$ cat config.mk
export PLATFORM = sky130hd
export DESIGN_NAME = tan_response_field_parser_unit_flat
export DESIGN_NICKNAME = d
export VERILOG_FILES = /design/src/hdl/tanrp_pkg.sv /design/src/hdl/tanrp_if.sv /design/src/hdl/tan_response_field_parser_unit.sv /design/src/flat_wrapper.sv
export SDC_FILE = /design/constraint.sdc
export NUM_CORES = 1
export LEC_CHECK = 0
export ABC_AREA = 1
export BUFFER_PORTS_ARGS = -buffer_cell sky130_fd_sc_hd__buf_2
export CAP_MARGIN = 15
export CORE_MARGIN = 2
export CORE_UTILIZATION = 60
export DETAILED_ROUTE_END_ITERATION = 8
export PLACE_DENSITY_LB_ADDON = 0.12
export SETUP_SLACK_MARGIN = 0.1
export SYNTH_ARGS = -nofsm -noshare
export SYNTH_HDL_FRONTEND = slang
export SYNTH_SLANG_ARGS = --single-unit
$ cat constraint.sdc
create_clock -name clk_i -period 9.05 [get_ports clk_i]
set_input_delay 0.4525 -clock clk_i [delete_from_list [all_inputs] [get_ports clk_i]]
set_output_delay 0.4525 -clock clk_i [all_outputs]
set_load 0.05 [all_outputs]
$ cat src/hdl/tanrp_pkg.sv
package tanrp_pkg;

  typedef enum logic [3:0] {
    PH_TAN_LEN   = 4'd0,
    PH_TAN_DATA  = 4'd1,
    PH_CNT_LEN   = 4'd2,
    PH_CNT_DATA  = 4'd3,
    PH_SKIP_LEN  = 4'd4,
    PH_SKIP_DATA = 4'd5,
    PH_INFO_LEN  = 4'd6,
    PH_INFO_DATA = 4'd7,
    PH_IDLE      = 4'd8
  } phase_e;

  typedef enum logic [2:0] {
    KIND_TAN     = 3'd0,
    KIND_COUNTER = 3'd1,
    KIND_CARD_NO = 3'd2,
    KIND_END_DT  = 3'd3,
    KIND_ISS_DT  = 3'd4
  } kind_e;

  localparam logic [3:0] NIB_PAD     = 4'hF;
  localparam logic [5:0] POS_MAX     = 6'd63;
  localparam logic [5:0] CARD_FIRST  = 6'd8;
  localparam logic [5:0] CARD_LAST   = 6'd17;
  localparam logic [5:0] END_FIRST   = 6'd20;
  localparam logic [5:0] END_LAST    = 6'd23;
  localparam logic [5:0] ISS_FIRST   = 6'd24;
  localparam logic [5:0] ISS_LAST    = 6'd29;

  typedef struct packed {
    kind_e       kind;
    logic [3:0]  digit;
    logic [31:0] counter_value;
    logic        field_done;
    logic        last;
  } res_t;

  typedef struct packed {
    logic  vld;
    kind_e kind;
    logic  done;
  } info_map_t;

  // Which card-info digit positions produce an item, and of what kind.
  function automatic info_map_t info_map(input logic [5:0] pos);
    info_map_t m;
    m.vld  = 1'b0;
    m.kind = KIND_CARD_NO;
    m.done = 1'b0;
    if (pos >= CARD_FIRST && pos <= CARD_LAST) begin
      m.vld  = 1'b1;
      m.kind = KIND_CARD_NO;
      m.done = (pos == CARD_LAST);
    end else if (pos >= END_FIRST && pos <= END_LAST) begin
      m.vld  = 1'b1;
      m.kind = KIND_END_DT;
      m.done = (pos == END_LAST);
    end else if (pos >= ISS_FIRST && pos <= ISS_LAST) begin
      m.vld  = 1'b1;
      m.kind = KIND_ISS_DT;
      m.done = (pos == ISS_LAST);
    end
    return m;
  endfunction

  function automatic logic [5:0] pos_inc(input logic [5:0] pos);
    return (pos == POS_MAX) ? POS_MAX : pos + 6'd1;
  endfunction

endpackage

$ cat src/hdl/tanrp_if.sv
interface tanrp_in_if;
  logic       valid;
  logic       ready;
  logic [7:0] data_byte;
  logic       first_byte;

  modport source (output valid, data_byte, first_byte, input ready);
  modport sink   (input valid, data_byte, first_byte, output ready);
endinterface

interface tanrp_out_if;
  logic        valid;
  logic        ready;
  logic [2:0]  kind;
  logic [3:0]  digit;
  logic [31:0] counter_value;
  logic        field_done;
  logic        last;

  modport source (output valid, kind, digit, counter_value, field_done, last, input ready);
  modport sink   (input valid, kind, digit, counter_value, field_done, last, output ready);
endinterface

$ cat src/hdl/tan_response_field_parser_unit.sv
// TAN response parser. Feed the card response one byte per item, with first_byte set on
// the opening byte of each response. The bytes are read as four length-prefixed fields:
// packed TAN digits (a low nibble of 0xF is padding and dropped), a big-endian
// transaction counter (size 0 still reads one byte; longer counters keep only the last
// COUNTER_WIDTH bits and report the low 32), a skipped field, and packed card info whose
// digits 8-17, 20-23 and 24-29 come out as card number, end date and issue date digits.
// Bytes after the card-info field produce nothing. Each byte gives zero, one or two
// result items; the last of them carries last=1, and the final item of a field carries
// field_done=1. Timing: the byte is parsed in the cycle it is accepted and its results
// are registered, visible in the next cycle. A byte is taken every cycle as long as the
// two-entry result register drains; since the result port moves one item per cycle, a
// byte that produces two items holds the port, and the next byte is taken only as the
// second of those items leaves.
module tan_response_field_parser_unit #(
  parameter int COUNTER_WIDTH = 32  // accumulator width, 8..64
) (
  input  logic                clk_i,
  input  logic                rst_ni,
  tanrp_in_if.sink            in_i,
  tanrp_out_if.source         out_o
);
  import tanrp_pkg::*;

  // parser state
  phase_e                   phase_q, phase_d;
  logic [7:0]               bytes_left_q, bytes_left_d;
  logic [COUNTER_WIDTH-1:0] accum_q, accum_d;
  logic [5:0]               pos_q, pos_d;

  // result register: up to two items, slot 0 at the port
  res_t       res_q [2];
  res_t       res_d [2];
  logic [1:0] cnt_q, cnt_d;

  // state as seen by this byte (first_byte restarts the parser)
  phase_e                   phase_s;
  logic [7:0]               bytes_left_s;
  logic [COUNTER_WIDTH-1:0] accum_s;
  logic [5:0]               pos_s;

  logic [7:0]               bl_dec;
  logic [3:0]               hi, lo;
  logic [COUNTER_WIDTH+7:0] accum_cat;
  logic [COUNTER_WIDTH+31:0] cv_ext;
  logic [5:0]               pos_1;
  info_map_t                map_a, map_b;

  // candidate items of this byte, in order
  res_t a_res, b_res;
  logic a_vld, b_vld;
  res_t new_res [2];
  logic [1:0] new_cnt;

  logic in_fire, out_fire;

  assign out_fire = out_o.valid && out_o.ready;
  // accept when the result register is empty or its last item leaves this cycle
  assign in_i.ready = (cnt_q == 2'd0) || (cnt_q == 2'd1 && out_o.ready);
  assign in_fire  = in_i.valid && in_i.ready;

  assign hi = in_i.data_byte[7:4];
  assign lo = in_i.data_byte[3:0];

  always_comb begin
    if (in_i.first_byte) begin
      phase_s      = PH_TAN_LEN;
      bytes_left_s = '0;
      accum_s      = '0;
      pos_s        = '0;
    end else begin
      phase_s      = phase_q;
      bytes_left_s = bytes_left_q;
      accum_s      = accum_q;
      pos_s        = pos_q;
    end
  end

  assign bl_dec    = bytes_left_s - 8'd1;
  assign accum_cat = {accum_s, in_i.data_byte};
  assign cv_ext    = {32'd0, accum_cat[COUNTER_WIDTH-1:0]};
  assign pos_1     = pos_inc(pos_s);
  assign map_a     = info_map(pos_s);
  assign map_b     = info_map(pos_1);

  always_comb begin
    phase_d      = phase_s;
    bytes_left_d = bytes_left_s;
    accum_d      = accum_s;
    pos_d        = pos_s;
    a_vld        = 1'b0;
    b_vld        = 1'b0;
    a_res        = '{kind: KIND_TAN, digit: hi, counter_value: '0, field_done: 1'b0,
                     last: 1'b0};
    b_res        = '{kind: KIND_TAN, digit: lo, counter_value: '0, field_done: 1'b0,
                     last: 1'b0};
    case (phase_s)
      PH_TAN_LEN: begin
        bytes_left_d = in_i.data_byte;
        phase_d      = (in_i.data_byte != 8'd0) ? PH_TAN_DATA : PH_CNT_LEN;
      end
      PH_TAN_DATA: begin
        bytes_left_d = bl_dec;
        a_vld        = 1'b1;
        if (lo != NIB_PAD) begin
          b_vld            = 1'b1;
          b_res.field_done = (bl_dec == 8'd0);
        end else begin
          a_res.field_done = (bl_dec == 8'd0);
        end
        if (bl_dec == 8'd0) phase_d = PH_CNT_LEN;
      end
      PH_CNT_LEN: begin
        bytes_left_d = (in_i.data_byte != 8'd0) ? in_i.data_byte : 8'd1;
        accum_d      = '0;
        phase_d      = PH_CNT_DATA;
      end
      PH_CNT_DATA: begin
        accum_d      = accum_cat[COUNTER_WIDTH-1:0];
        bytes_left_d = bl_dec;
        if (bl_dec == 8'd0) begin
          a_vld               = 1'b1;
          a_res.kind          = KIND_COUNTER;
          a_res.digit         = 4'd0;
          a_res.counter_value = cv_ext[31:0];
          a_res.field_done    = 1'b1;
          phase_d             = PH_SKIP_LEN;
        end
      end
      PH_SKIP_LEN: begin
        bytes_left_d = in_i.data_byte;
        phase_d      = (in_i.data_byte != 8'd0) ? PH_SKIP_DATA : PH_INFO_LEN;
      end
      PH_SKIP_DATA: begin
        bytes_left_d = bl_dec;
        if (bl_dec == 8'd0) phase_d = PH_INFO_LEN;
      end
      PH_INFO_LEN: begin
        bytes_left_d = in_i.data_byte;
        pos_d        = '0;
        phase_d      = (in_i.data_byte != 8'd0) ? PH_INFO_DATA : PH_IDLE;
      end
      PH_INFO_DATA: begin
        a_vld            = map_a.vld;
        a_res.kind       = map_a.kind;
        a_res.field_done = map_a.done;
        if (lo != NIB_PAD) begin
          b_vld            = map_b.vld;
          b_res.kind       = map_b.kind;
          b_res.field_done = map_b.done;
          pos_d            = pos_inc(pos_1);
        end else begin
          pos_d = pos_1;
        end
        bytes_left_d = bl_dec;
        if (bl_dec == 8'd0) phase_d = PH_IDLE;
      end
      default: begin
        phase_d = PH_IDLE;
      end
    endcase
  end

  // pack the candidates to the front and flag the final one
  always_comb begin
    new_res[0] = a_res;
    new_res[1] = b_res;
    new_cnt    = 2'd0;
    if (a_vld && b_vld) begin
      new_res[1].last = 1'b1;
      new_cnt         = 2'd2;
    end else if (a_vld) begin
      new_res[0].last = 1'b1;
      new_cnt         = 2'd1;
    end else if (b_vld) begin
      new_res[0]      = b_res;
      new_res[0].last = 1'b1;
      new_cnt         = 2'd1;
    end
  end

  always_comb begin
    res_d = res_q;
    cnt_d = cnt_q;
    if (in_fire) begin
      // register is empty after this cycle, load the new items
      res_d = new_res;
      cnt_d = new_cnt;
    end else if (out_fire) begin
      res_d[0] = res_q[1];
      cnt_d    = cnt_q - 2'd1;
    end
  end

  always_ff @(posedge clk_i or negedge rst_ni) begin
    if (!rst_ni) begin
      phase_q      <= PH_TAN_LEN;
      bytes_left_q <= '0;
      accum_q      <= '0;
      pos_q        <= '0;
      cnt_q        <= '0;
    end else begin
      cnt_q <= cnt_d;
      if (in_fire) begin
        phase_q      <= phase_d;
        bytes_left_q <= bytes_left_d;
        accum_q      <= accum_d;
        pos_q        <= pos_d;
      end
    end
  end

  always_ff @(posedge clk_i) begin
    res_q <= res_d;
  end

  assign out_o.valid         = (cnt_q != 2'd0);
  assign out_o.kind          = res_q[0].kind;
  assign out_o.digit         = res_q[0].digit;
  assign out_o.counter_value = res_q[0].counter_value;
  assign out_o.field_done    = res_q[0].field_done;
  assign out_o.last          = res_q[0].last;

`ifndef NO_ASSERTIONS
  // a lone item at the port ends its byte; the first of two never does
  a_single_is_last: assert property (@(posedge clk_i) disable iff (!rst_ni)
    (cnt_q == 2'd1) |-> res_q[0].last)
    else $error("single queued item without last");

  a_pair_not_last: assert property (@(posedge clk_i) disable iff (!rst_ni)
    (cnt_q == 2'd2) |-> !res_q[0].last)
    else $error("first of two items flagged last");

  // no byte is taken while an item would be overwritten
  a_no_overwrite: assert property (@(posedge clk_i) disable iff (!rst_ni)
    in_fire |-> (cnt_q == 2'd0 || out_fire))
    else $error("byte accepted over a pending item");
`endif

endmodule
$ cat src/flat_wrapper.sv
// flat-port wrapper written by rule: the top's interface ports become plain ports
module tan_response_field_parser_unit_flat import tanrp_pkg::*;
#(
  parameter int COUNTER_WIDTH = 32                             
)
  (clk_i, rst_ni, in_i_valid, in_i_data_byte, in_i_first_byte, in_i_ready, out_o_valid, out_o_kind, out_o_digit, out_o_counter_value, out_o_field_done, out_o_last, out_o_ready);
  tanrp_in_if in_i_i ();
  tanrp_out_if out_o_i ();
  input  logic clk_i;
  input  logic rst_ni;
  input wire logic [$bits(in_i_i.valid)-1:0] in_i_valid;
  input wire logic [$bits(in_i_i.data_byte)-1:0] in_i_data_byte;
  input wire logic [$bits(in_i_i.first_byte)-1:0] in_i_first_byte;
  output wire logic [$bits(in_i_i.ready)-1:0] in_i_ready;
  output wire logic [$bits(out_o_i.valid)-1:0] out_o_valid;
  output wire logic [$bits(out_o_i.kind)-1:0] out_o_kind;
  output wire logic [$bits(out_o_i.digit)-1:0] out_o_digit;
  output wire logic [$bits(out_o_i.counter_value)-1:0] out_o_counter_value;
  output wire logic [$bits(out_o_i.field_done)-1:0] out_o_field_done;
  output wire logic [$bits(out_o_i.last)-1:0] out_o_last;
  input wire logic [$bits(out_o_i.ready)-1:0] out_o_ready;
  assign in_i_i.valid = in_i_valid;
  assign in_i_i.data_byte = in_i_data_byte;
  assign in_i_i.first_byte = in_i_first_byte;
  assign in_i_ready = in_i_i.ready;
  assign out_o_valid = out_o_i.valid;
  assign out_o_kind = out_o_i.kind;
  assign out_o_digit = out_o_i.digit;
  assign out_o_counter_value = out_o_i.counter_value;
  assign out_o_field_done = out_o_i.field_done;
  assign out_o_last = out_o_i.last;
  assign out_o_i.ready = out_o_ready;
  tan_response_field_parser_unit #(.COUNTER_WIDTH(COUNTER_WIDTH)) u_core (.clk_i(clk_i), .rst_ni(rst_ni), .in_i(in_i_i), .out_o(out_o_i));
endmodule
==> reports/qor.yml, run 1 <==
cts:
  clock_latency_ns: 0.37
  cts.sinks: 94
  htreeDepth: 3
  clk_path_buf_depth: 2
  post_cts_buffers: 0
  cts_tree: "yes"
  cts_resized: 0
  root_buffer: "clkbuf_8"
  cts_hold_buf: 0
  cts_buffers: 9
  cts.reportedPaths.clkPinSlew_ns: 0.10
logic_synthesis:
  synthFlopType: "edfxtp_1"
  synth_area_leaders: "edfxtp_1, dfrtp_1, nand2_1"
  async_flop_share: 0.468
  netlist_area_um2: 5400
  synthAdderAreaFrac: 0.0255
  synth_cell_types: 41
  synthMuxAreaShare: 0
  synth_nets: 654
  ys_ff_latch: 94
  synth_simple_gate_area_frac: 0.252
  yosysTopAreaCell: "edfxtp_1"
  synth-xor-area-share: 0.00812
  synth_area_per_cell_um2: 8.57
  yosysWarnings: 0
  synth_top_area_share: 0.278
  seq_area_frac_synth: 0.482
  synth_edf_count: 50
  synth_top_family_by_area: "simple AND/OR/NAND/NOR gates"
  synth_compound_area_frac: 0.0965
  netlist_instances: 630
sta:
  layout_min_cycle_time_ns: 3.58
  hold_viol: 0
  worst_pin_slew_ns: 0.987
  rsz0062_at_grt: "no"
  max_freq_mhz: 279
  fin_worst_skew_ns: 0.0136
  setup_viol: 0
  whs_ns: 0.365
  report.final.slew_viol_count: 0
  fin_setup_tns_ns: 0
  slew_headroom: 0.340
  finalWorstSetupSlack_ns: 5.47
  period_share: 0.396
worst_setup_path:
  end_kind: "register"
  crit_buf_inv: 8
  crit_family: "simple AND/OR/NAND/NOR gates"
  cp-endpoint: "u_core.out_o.counter_value[21]"
  crit_type: "in -> reg"
  cp.depth: 25
  rrSetupSlack_ns: 5.47
  startpoint_type: "input pin"
  cp_max_fo: 18
  r2r_start: "u_core.phase_q[3]"
  timing.rr.end: "u_core.out_o.kind[0]"
  path_common_cell: "inv_1"
  slowest_stage: "ha_1"
  cp_data_arrival_time_ns: 3.71
  cp-startpoint: "in_i_first_byte"
  critPathMaxStageDelay_ns: 0.25
  required_ns: 9.18
  r2r_cells: 13
place:
  dp_slack_ns: 5.10
  place_congestion: 0.916
  hpwl_um: 8640
  port_buffers: 55
  dpl-instance-area_um2: 5450
final_layout:
  area_growth_pct: 5.05
  layout.nets: 669
  drive_gt1_frac: 0.185
  finalInstanceArea_um2: 5670
  diodes: 0
  num-fill-cells: 707
run_status:
  status: "finished, final reports clean"
detailed_routing:
  vias: 4229
  wl_um: 11800
  wire_per_inst_um: 15.6
  vias_per_cell: 5.58
  first_iter_violations: 291
  remaining_drc_errors: 0
  first_pass_iters: 5
  drtAntennaViolNets: 0
global_route:
  grt_pass1_wl_um: 19800
  antenna_found_initial: 0
  grt.total_usage: 0.253
  grt-ovfl-total: 0
  grt_pass1_vias: 4059
  grt_max_degree: 46
floorplan:
  die_h_um: 98.8
  start_util: 0.619
  die_width_um: 98.8
  ios: 56
  fp-row-count: 34
  dieArea_um2: 9770
  coreArea_um2: 8720
pwr:
  power.leakage_nw: 2.55
  powerDensity_nw_per_um2: 304
  power_mw: 1.72
  ir_drop_uv: 183
hold_path:
  hold_class: "in -> reg"
job:
  drv_cap: 0
## cell type report
| class | count | area, um2 | area share |
|---|---|---|---|
| well taps | 108 | 135 | 0.0238 |
| inverters | 93 | 354 | 0.0625 |
| clock inverters | 7 | 63.8 | 0.0113 |
| multi-input cells | 387 | 2060 | 0.364 |
| repair buffers | 60 | 328 | 0.0578 |
| clock buffers | 9 | 124 | 0.0218 |
| flip-flops and latches | 94 | 2600 | 0.459 |
## worst min-delay path by stage
stage	start	end	cells past startpoint
after floorplan	rst_ni	u_core.accum_q[0]	0
after global placement	u_core.bytes_left_q[1]	u_core.bytes_left_q[1]	1
after CTS	rst_ni	u_core.accum_q[17]	1
after detailed placement	u_core.bytes_left_q[1]	u_core.bytes_left_q[1]	1
after global routing	in_i_data_byte[0]	u_core.res_q[34]	1
final	in_i_data_byte[0]	u_core.res_q[34]	1
## sequential cells by signal (all words and copies together), names as in the netlist
| register | cells |
|---|---|
| u_core.bytes_left_q | 8 |
| u_core.phase_q | 4 |
| u_core.res_q | 9 |
| u_core.out_o.field_done | 1 |
| u_core.out_o.counter_value | 32 |
| u_core.cnt_q | 2 |
| u_core.accum_q | 24 |
| u_core.pos_q | 6 |
| u_core.out_o.last | 1 |
| u_core.out_o.kind | 3 |
| u_core.out_o.digit | 4 |
## per-stage QoR
| step | utilization | cells |
|---|---|---|
| after detailed placement | 0.625 | 740 |
| final | 0.650 | 758 |
| after global routing | 0.650 | 758 |
| after global placement | 0.625 | 740 |
| after CTS | 0.647 | 756 |
| after floorplan | - | 630 |
## where the power goes
| part | internal, mW | leakage [nW] | switching (mW) |
|---|---|---|---|
| sequential | 0.596 | 1.07 | 0.0419 |
| clock | 0.107 | 0.0908 | 0.168 |
| combinational | 0.190 | 1.38 | 0.621 |
| total | 0.893 | 2.55 | 0.831 |
## placed cells by master, fill, tap and decap left out, types with 2 or more instances in the layout
master      count
inv_2           4
nor4_1          4
clkinvlp_4      2
buf_2          55
nor3_1         18
dfrtp_1        44
nand3b_1        2
inv_1          84
a22oi_1         7
inv_8           4
nand4_1        15
nand2_2        11
nor2_4          3
nand2_1       110
nand3_4         2
o32ai_1         5
nor2_1         44
o21bai_1        2
or2_2           2
clkinv_1        5
ha_1           11
o211ai_1        4
a21oi_1        23
nand3_2         2
clkbuf_8        9
edfxtp_1       50
nor2_2         18
nand2_4         2
buf_4           3
a2bb2oi_1       3
xor2_1          5
nand3_1        48
o21ai_0        39
## synth_stat cells (all sizes together), types with 2 or more instances
library cell	n
a22oi	7
nand2	123
nand4	16
o21bai	2
xor2	5
o21ai	40
or2	2
nand3	52
a2bb2oi	3
o32ai	5
dfrtp	44
a21oi	23
nor3	18
ha	11
nor4	4
o211ai	4
edfxtp	50
clkbuf	11
inv	89
clkinv	4
nor2	65
nand3b	2
buf	45
## kinds of logic (layout without fill, tap and decap cells)
group           after synthesis  in the layout
compound gates               89             89
xor+xnor                      5              5
fa+ha+maj                    11             11
buf+inv                     149            169
flops                        94             94
simple gates                282            282
## layer usage
| metal | global-route usage | part of all wire |
|---|---|---|
| met5 | 0 | 0 |
| met1 | 0.392 | 0.47 |
| met4 | 0.0717 | 0.012 |
| met3 | 0.0369 | 0.072 |
| met2 | 0.375 | 0.44 |
(Power assumes the default switching activity.)
==> run 2, diff against run 1 <==
Settings changed: CORE_UTILIZATION 60 to 54.
Clock period 9.05 ns to 2.95 ns, I/O delays scaled along.
==> run 2 against run 1 <==
  * Clock power rose to 3.3 times the previous value
  * Core utilization down 2.3 points
  * First-iteration DRC count rose by 14%
  * Highest routed layer unchanged
  * Largest cell class unchanged
  * Final area grew 7.6%
  * Sequential power increased to 3.1 times the previous value
  * Sequential share of layout area down 3.2 points
  * Critical endpoint is now u_core.out_o.counter_value[0]
  * Critical path depth fell by 2
==> reports/qor.yml, run 2 (synthesized netlist as in run 1, its figures left out) <==
run_status:
  status: "finished, final reports clean"  # unchanged
sta:
  layout_min_cycle_time_ns: 2.85
  worst_pin_slew_ns: 0.991  # was 0.987 ns
  finalWorstSetupSlack_ns: 0.101  # was 5.47 ns
  hold_viol: 0  # unchanged
  slew_headroom: 0.337  # was 0.340
  report.final.slew_viol_count: 0  # unchanged
  rsz0062_at_grt: "yes"  # was no
  max_freq_mhz: 351
  fin_setup_tns_ns: 0  # unchanged
  whs_ns: 0.0214  # was 0.365 ns
  period_share: 0.966
  setup_viol: 0  # unchanged
  fin_worst_skew_ns: 0.0189  # was 0.0136 ns
place:
  dpl-instance-area_um2: 5680  # was 5450 um2
  hpwl_um: 8940  # was 8640 um
  port_buffers: 55  # unchanged
  place_congestion: 0.925  # was 0.916
  dp.cells: 783  # was 740
  dp_slack_ns: 0.0505  # was 5.10 ns
worst_setup_path:
  end_kind: "register"  # unchanged
  crit_chain: "nand2_4, inv_2, ha_4, inv_4, nor2_4, nand2_2, inv_1, or2_4, inv_4, ha_4, inv_2, nand4_1, nand2_1, nand2_2, nor2_4, nand3_4, nand2_2, inv_2, ha_4, nor2_4, nand3_4, nand2_8, nor2_1"
  required_ns: 3.07  # was 9.18 ns
  cp_max_fo: 9  # was 18
  rrSetupSlack_ns: 0.10  # was 5.47 ns
  critPathMaxStageDelay_ns: 0.41  # was 0.25 ns
  slowest_stage: "dfrtp_1"  # was ha_1
  crit_type: "reg -> reg"  # was in -> reg
  startpoint_type: "register"  # was input pin
  cp_data_arrival_time_ns: 2.97  # was 3.71 ns
cts:
  cts.sinks: 94  # unchanged
  cts.reportedPaths.clkPinSlew_ns: 0.10  # about the same
  clk_path_buf_depth: 2  # unchanged
  cts_buffers: 9  # unchanged
  htreeDepth: 3  # unchanged
  clock_latency_ns: 0.38  # was 0.37 ns
  root_buffer: "clkbuf_8"  # unchanged
  cts_tree: "yes"  # unchanged
final_layout:
  layout.nets: 702  # was 669
  area_growth_pct: 13.0  # was 5.05%
  fin_cells: 816  # was 758
  diodes: 0  # unchanged
  mostFrequentLayoutCells: "nand2_1, inv_1, buf_2, edfxtp_1, nand3_1"  # unchanged
  num-fill-cells: 849  # was 707
  drive_gt1_frac: 0.243  # was 0.185
  finalInstanceArea_um2: 6100  # was 5670 um2
  finalCoreUtilization: 0.627  # was 0.650
  largest_reg_flops: 32  # unchanged
  final_common_cell: "nand2_1"  # unchanged
job:
  drv_cap: 0  # unchanged
pwr:
  ir_drop_uv: 717  # was 183 uV
  powerDensity_nw_per_um2: 919  # was 304 nW/um2
  power.leakage_nw: 2.73  # was 2.55 nW
  power_mw: 5.61  # was 1.72 mW
floorplan:
  die_width_um: 104  # was 98.8 um
  fp-row-count: 36  # was 34
  die_h_um: 104  # was 98.8 um
  coreArea_um2: 9730  # was 8720 um2
  start_util: 0.555  # was 0.619
  ios: 56  # unchanged
  dieArea_um2: 10800  # was 9770 um2
global_route:
  antenna_found_initial: 0  # unchanged
  grt_pass1_vias: 4073  # was 4059
  grt-ovfl-total: 0  # unchanged
  grt_pass1_wl_um: 20400  # was 19800 um
  grt.total_usage: 0.237  # was 0.253
  grt_max_degree: 46  # unchanged
detailed_routing:
  vias: 4364  # was 4229
  wire_per_inst_um: 15.4  # was 15.6 um
  first_iter_violations: 333  # was 291
  first_pass_iters: 5  # unchanged
  wl_um: 12600  # was 11800 um
  drtAntennaViolNets: 0  # unchanged
  remaining_drc_errors: 0  # unchanged
  vias_per_cell: 5.35  # was 5.58
hold_path:
  hold_class: "in -> reg"  # unchanged
## run 2: changes by cell type in the layout (fill, tap and decap cells not counted), sizes merged
cell	delta
bufinv	+1
clkinvlp	-2
nand2	+1
inv	-2
clkbuf	+3
buf	+32
## run 2: worst paths after layout
path | startpoint | endpoint | depth (start not counted)
setup reg to reg | u_core.pos_q[1] | u_core.out_o.counter_value[0] | 23
setup / recovery | u_core.pos_q[1] | u_core.out_o.counter_value[0] | 23
hold / removal | in_i_data_byte[0] | u_core.res_q[34] | 1
max in group asynchronous | rst_ni | u_core.accum_q[2] | 3
min in group asynchronous | rst_ni | u_core.pos_q[4] | 2
hold reg to reg | u_core.bytes_left_q[1] | u_core.bytes_left_q[1] | 1
## run 2: per-layer routing
layer / vias up / global-route usage / routed length [um]
met5: - / 0 / 0
met4: 0 / 0.0772 / 217
met3: 26 / 0.0326 / 694
met2: 155 / 0.354 / 5570
met1: 2038 / 0.357 / 6100
li1: 2145 / - / -
## run 2: report_power, final
| group | internal [mW] | switching, mW | leakage (nW) |
|---|---|---|---|
| Clock | 0.422 | 0.481 | 0.102 |
| Sequential | 1.83 | 0.129 | 1.07 |
| Combinational | 0.749 | 2.00 | 1.55 |
## run 2: repair_timing
item	in CTS	in global routing
gates resized for setup	1	16
setup buffers	1	13
setup endpoints to repair	20	26
hold buffers	1	0
pin swaps	0	16
hold endpoints to repair	6	0
gates cloned	0	1
## run 2: final cells by class
class | instances | area (um2) | area share
clock inverters | 4 | 53.8 | 0.00882
inverters | 93 | 364 | 0.0597
repair buffers | 92 | 576 | 0.0944
flip-flops and latches | 94 | 2600 | 0.427
multi-input cells | 388 | 2190 | 0.359
clock buffers | 12 | 145 | 0.0238
well taps | 133 | 166 | 0.0273
## run 2: worst max-delay path: cells and delay by family, from the launching register on
family        cells  cell delay (ns)
fa+ha+maj         3             0.47
buf+inv           6             0.31
flops             1             0.41
simple gates     14             1.41
==> run 3, diff against run 2 <==
Settings changed: CTS_CLUSTER_DIAMETER set to 40, GPL_TIMING_DRIVEN set to 0, MAX_ROUTING_LAYER set to met4.
==> run 3 against run 2 <==
  * Wire length grew 4.2%
  * Clock power is essentially flat
  * Worst hold slack gained 0.034 ns
  * Global-route usage grew 2.4 points
  * Clock skew shrank 0.0058 ns
  * Critical endpoint is now u_core.out_o.counter_value[8]
  * Final area grew 4.9%
  * Register-to-register slack lost 0.04 ns
  * Highest routed layer unchanged
  * Count of clock-buffer cells in the layout shrank 1
==> reports/qor.yml, run 3 (synthesized netlist as in run 1, its figures left out) <==
worst_setup_path:
  timing.rr.end: "u_core.out_o.counter_value[8]"  # was u_core.out_o.counter_value[0]
  crit_type: "reg -> reg"  # unchanged
  cp_max_fo: 5  # was 9
  required_ns: 3.08  # was 3.07 ns
  cp_data_arrival_time_ns: 3.01  # was 2.97 ns
  r2r_start: "u_core.pos_q[0]"  # was u_core.pos_q[1]
  critPathMaxStageDelay_ns: 0.42  # was 0.41 ns
  rrSetupSlack_ns: 0.06  # was 0.10 ns
  end_kind: "register"  # unchanged
  startpoint_type: "register"  # unchanged
  slowest_stage: "dfrtp_1"  # unchanged
  r2r_cells: 25  # was 23
final_layout:
  area_growth_pct: 18.5  # was 13.0%
  num-fill-cells: 826  # was 849
  mostFrequentLayoutCells: "nand2_1, inv_1, buf_2, buf_4, edfxtp_1"  # was nand2_1, inv_1, buf_2, edfxtp_1, nand3_1
  layout.nets: 737  # was 702
  largest_reg_flops: 32  # unchanged
  multi_input_comb_area_um2: 2200  # was 2190 um2
  diodes: 0  # unchanged
  finalInstanceArea_um2: 6400  # was 6100 um2
  drive_gt1_frac: 0.272  # was 0.243
  final_common_cell: "nand2_1"  # unchanged
  seq_area_um2: 2600  # unchanged
place:
  dpl-instance-area_um2: 5920  # was 5680 um2
  place_congestion: 0.927  # was 0.925
  dp_slack_ns: -0.521  # was 0.0505 ns
  hpwl_um: 9650  # was 8940 um
  port_buffers: 54  # was 55
pwr:
  clkPwrFrac: 0.155  # was 0.161
  power.leakage_nw: 2.89  # was 2.73 nW
  swShare: 0.457  # was 0.465
  power_switching_mw: 2.66  # was 2.61 mW
  power_mw: 5.83  # was 5.61 mW
  seq_power_share: 0.338  # was 0.349
  internal_power_mw: 3.16  # was 3.00 mW
  powerDensity_nw_per_um2: 911  # was 919 nW/um2
  comb_power_share: 0.507  # was 0.490
  ir_drop_uv: 603  # was 717 uV
detailed_routing:
  vias_per_cell: 5.26  # was 5.35
  wire_per_inst_um: 15.4  # about the same
  first_iter_violations: 357  # was 333
  remaining_drc_errors: 0  # unchanged
  first_pass_iters: 5  # unchanged
  wl_um: 13100  # was 12600 um
  vias: 4478  # was 4364
  drtAntennaViolNets: 0  # unchanged
sta:
  fin_setup_tns_ns: 0  # unchanged
  period_share: 0.979  # was 0.966
  hold_viol: 0  # unchanged
  layout_min_cycle_time_ns: 2.89  # was 2.85 ns
  report.final.slew_viol_count: 0  # unchanged
  fin_worst_skew_ns: 0.0131  # was 0.0189 ns
  finalWorstSetupSlack_ns: 0.0633  # was 0.101 ns
  setup_viol: 0  # unchanged
  slew_headroom: 0.338  # was 0.337
  max_freq_mhz: 346  # was 351 MHz
  worst_pin_slew_ns: 0.990  # was 0.991 ns
  rsz0062_at_grt: "yes"  # unchanged
global_route:
  use_met2: 0.390  # was 0.354
  grt_max_degree: 46  # unchanged
  grt-ovfl-total: 0  # unchanged
  antenna_found_initial: 0  # unchanged
  grt_pass1_wl_um: 21700  # was 20400 um
  grt_busiest_layer: "met2"  # was met1
  met1_usage: 0.366  # was 0.357
  met3_usage: 0.0382  # was 0.0326
  grt_pass1_vias: 4330  # was 4073
  grt.total_usage: 0.261  # was 0.237
floorplan:
  start_util: 0.555  # unchanged
  die_h_um: 104  # unchanged
  fp-row-count: 36  # unchanged
  coreArea_um2: 9730  # unchanged
  ios: 56  # unchanged
  die_width_um: 104  # unchanged
  dieArea_um2: 10800  # unchanged
cts:
  cts_buffers: 9  # unchanged
  htreeDepth: 3  # unchanged
  root_buffer: "clkbuf_8"  # unchanged
  cts.reportedPaths.clkPinSlew_ns: 0.09  # was 0.10 ns
  clock_latency_ns: 0.38  # about the same
  clk_path_buf_depth: 2  # unchanged
  cts.sinks: 94  # unchanged
  cts_tree: "yes"  # unchanged
job:
  drv_cap: 0  # unchanged
hold_path:
  hold_class: "in -> reg"  # unchanged
  whs_endpoint: "u_core.res_q[34]"  # unchanged
  holdPathStages: 1  # unchanged
  worst_hold_startpoint: "in_i_data_byte[0]"  # unchanged
run_status:
  status: "finished, final reports clean"  # unchanged
-- run 3: final cells by class --
type	count	share of cell area
Buffer	55	0.0616
Inverter	93	0.0573
Tap cell	133	0.0260
Multi-Input combinational cell	387	0.344
Clock inverter	5	0.0104
Clock buffer	11	0.0221
Sequential cell	94	0.407
Timing Repair Buffer	73	0.0714
-- run 3: through the flow --
stage	hold slack, ns	utilization	std cells
6_report	0.0550	0.657	851
5_1_grt	0.0488	0.657	851
4_1_cts	0.0407	0.654	851
3_5_place_dp	0.377	0.608	817
3_3_place_gp	0.376	0.608	817
2_1_floorplan	-0.148	-	630
-- run 3: worst max path at each step --
stage / cells past startpoint / endpoint / startpoint
2_1_floorplan: 28 / u_core.out_o.counter_value[10] / in_i_first_byte
3_3_place_gp: 28 / u_core.out_o.counter_value[8] / in_i_first_byte
3_5_place_dp: 28 / u_core.out_o.counter_value[8] / in_i_first_byte
4_1_cts: 25 / u_core.out_o.counter_value[8] / u_core.pos_q[0]
5_1_grt: 25 / u_core.out_o.counter_value[8] / u_core.pos_q[0]
6_report: 25 / u_core.out_o.counter_value[8] / u_core.pos_q[0]
-- run 3: power by group through the flow --
stage	clock, mW	sequential, mW	combinational (mW)
floorplan	0	2.02	2.21
global placement	0	2.00	2.77
detailed placement	0	2.00	2.82
CTS	0.913	1.97	2.94
global route	0.959	2.01	3.21
finish	0.902	1.97	2.95
-- run 3: per-layer routing --
metal,vias up,wire (um)
li1,2217,-
met2,140,5860
met5,-,0
met4,0,299
met3,28,656
met1,2093,6300
-- run 3: critical path: cells and delay by family (launching register included) --
| kind | cells | cell delay [ns] |
|---|---|---|
| simple gates | 14 | 1.24 |
| flops | 1 | 0.42 |
| buf+inv | 8 | 0.51 |
| fa+ha+maj | 3 | 0.44 |
-- run 3: repair_timing --
item                                    in CTS  in global routing
setup buffers                               17                  0
resized for setup                           16                 10
gates cloned                                 1                  0
pin swaps                                   14                  5
hold buffers                                 1                  0
endpoints found under the setup margin      28                 27
hold endpoints to repair                    44                  0
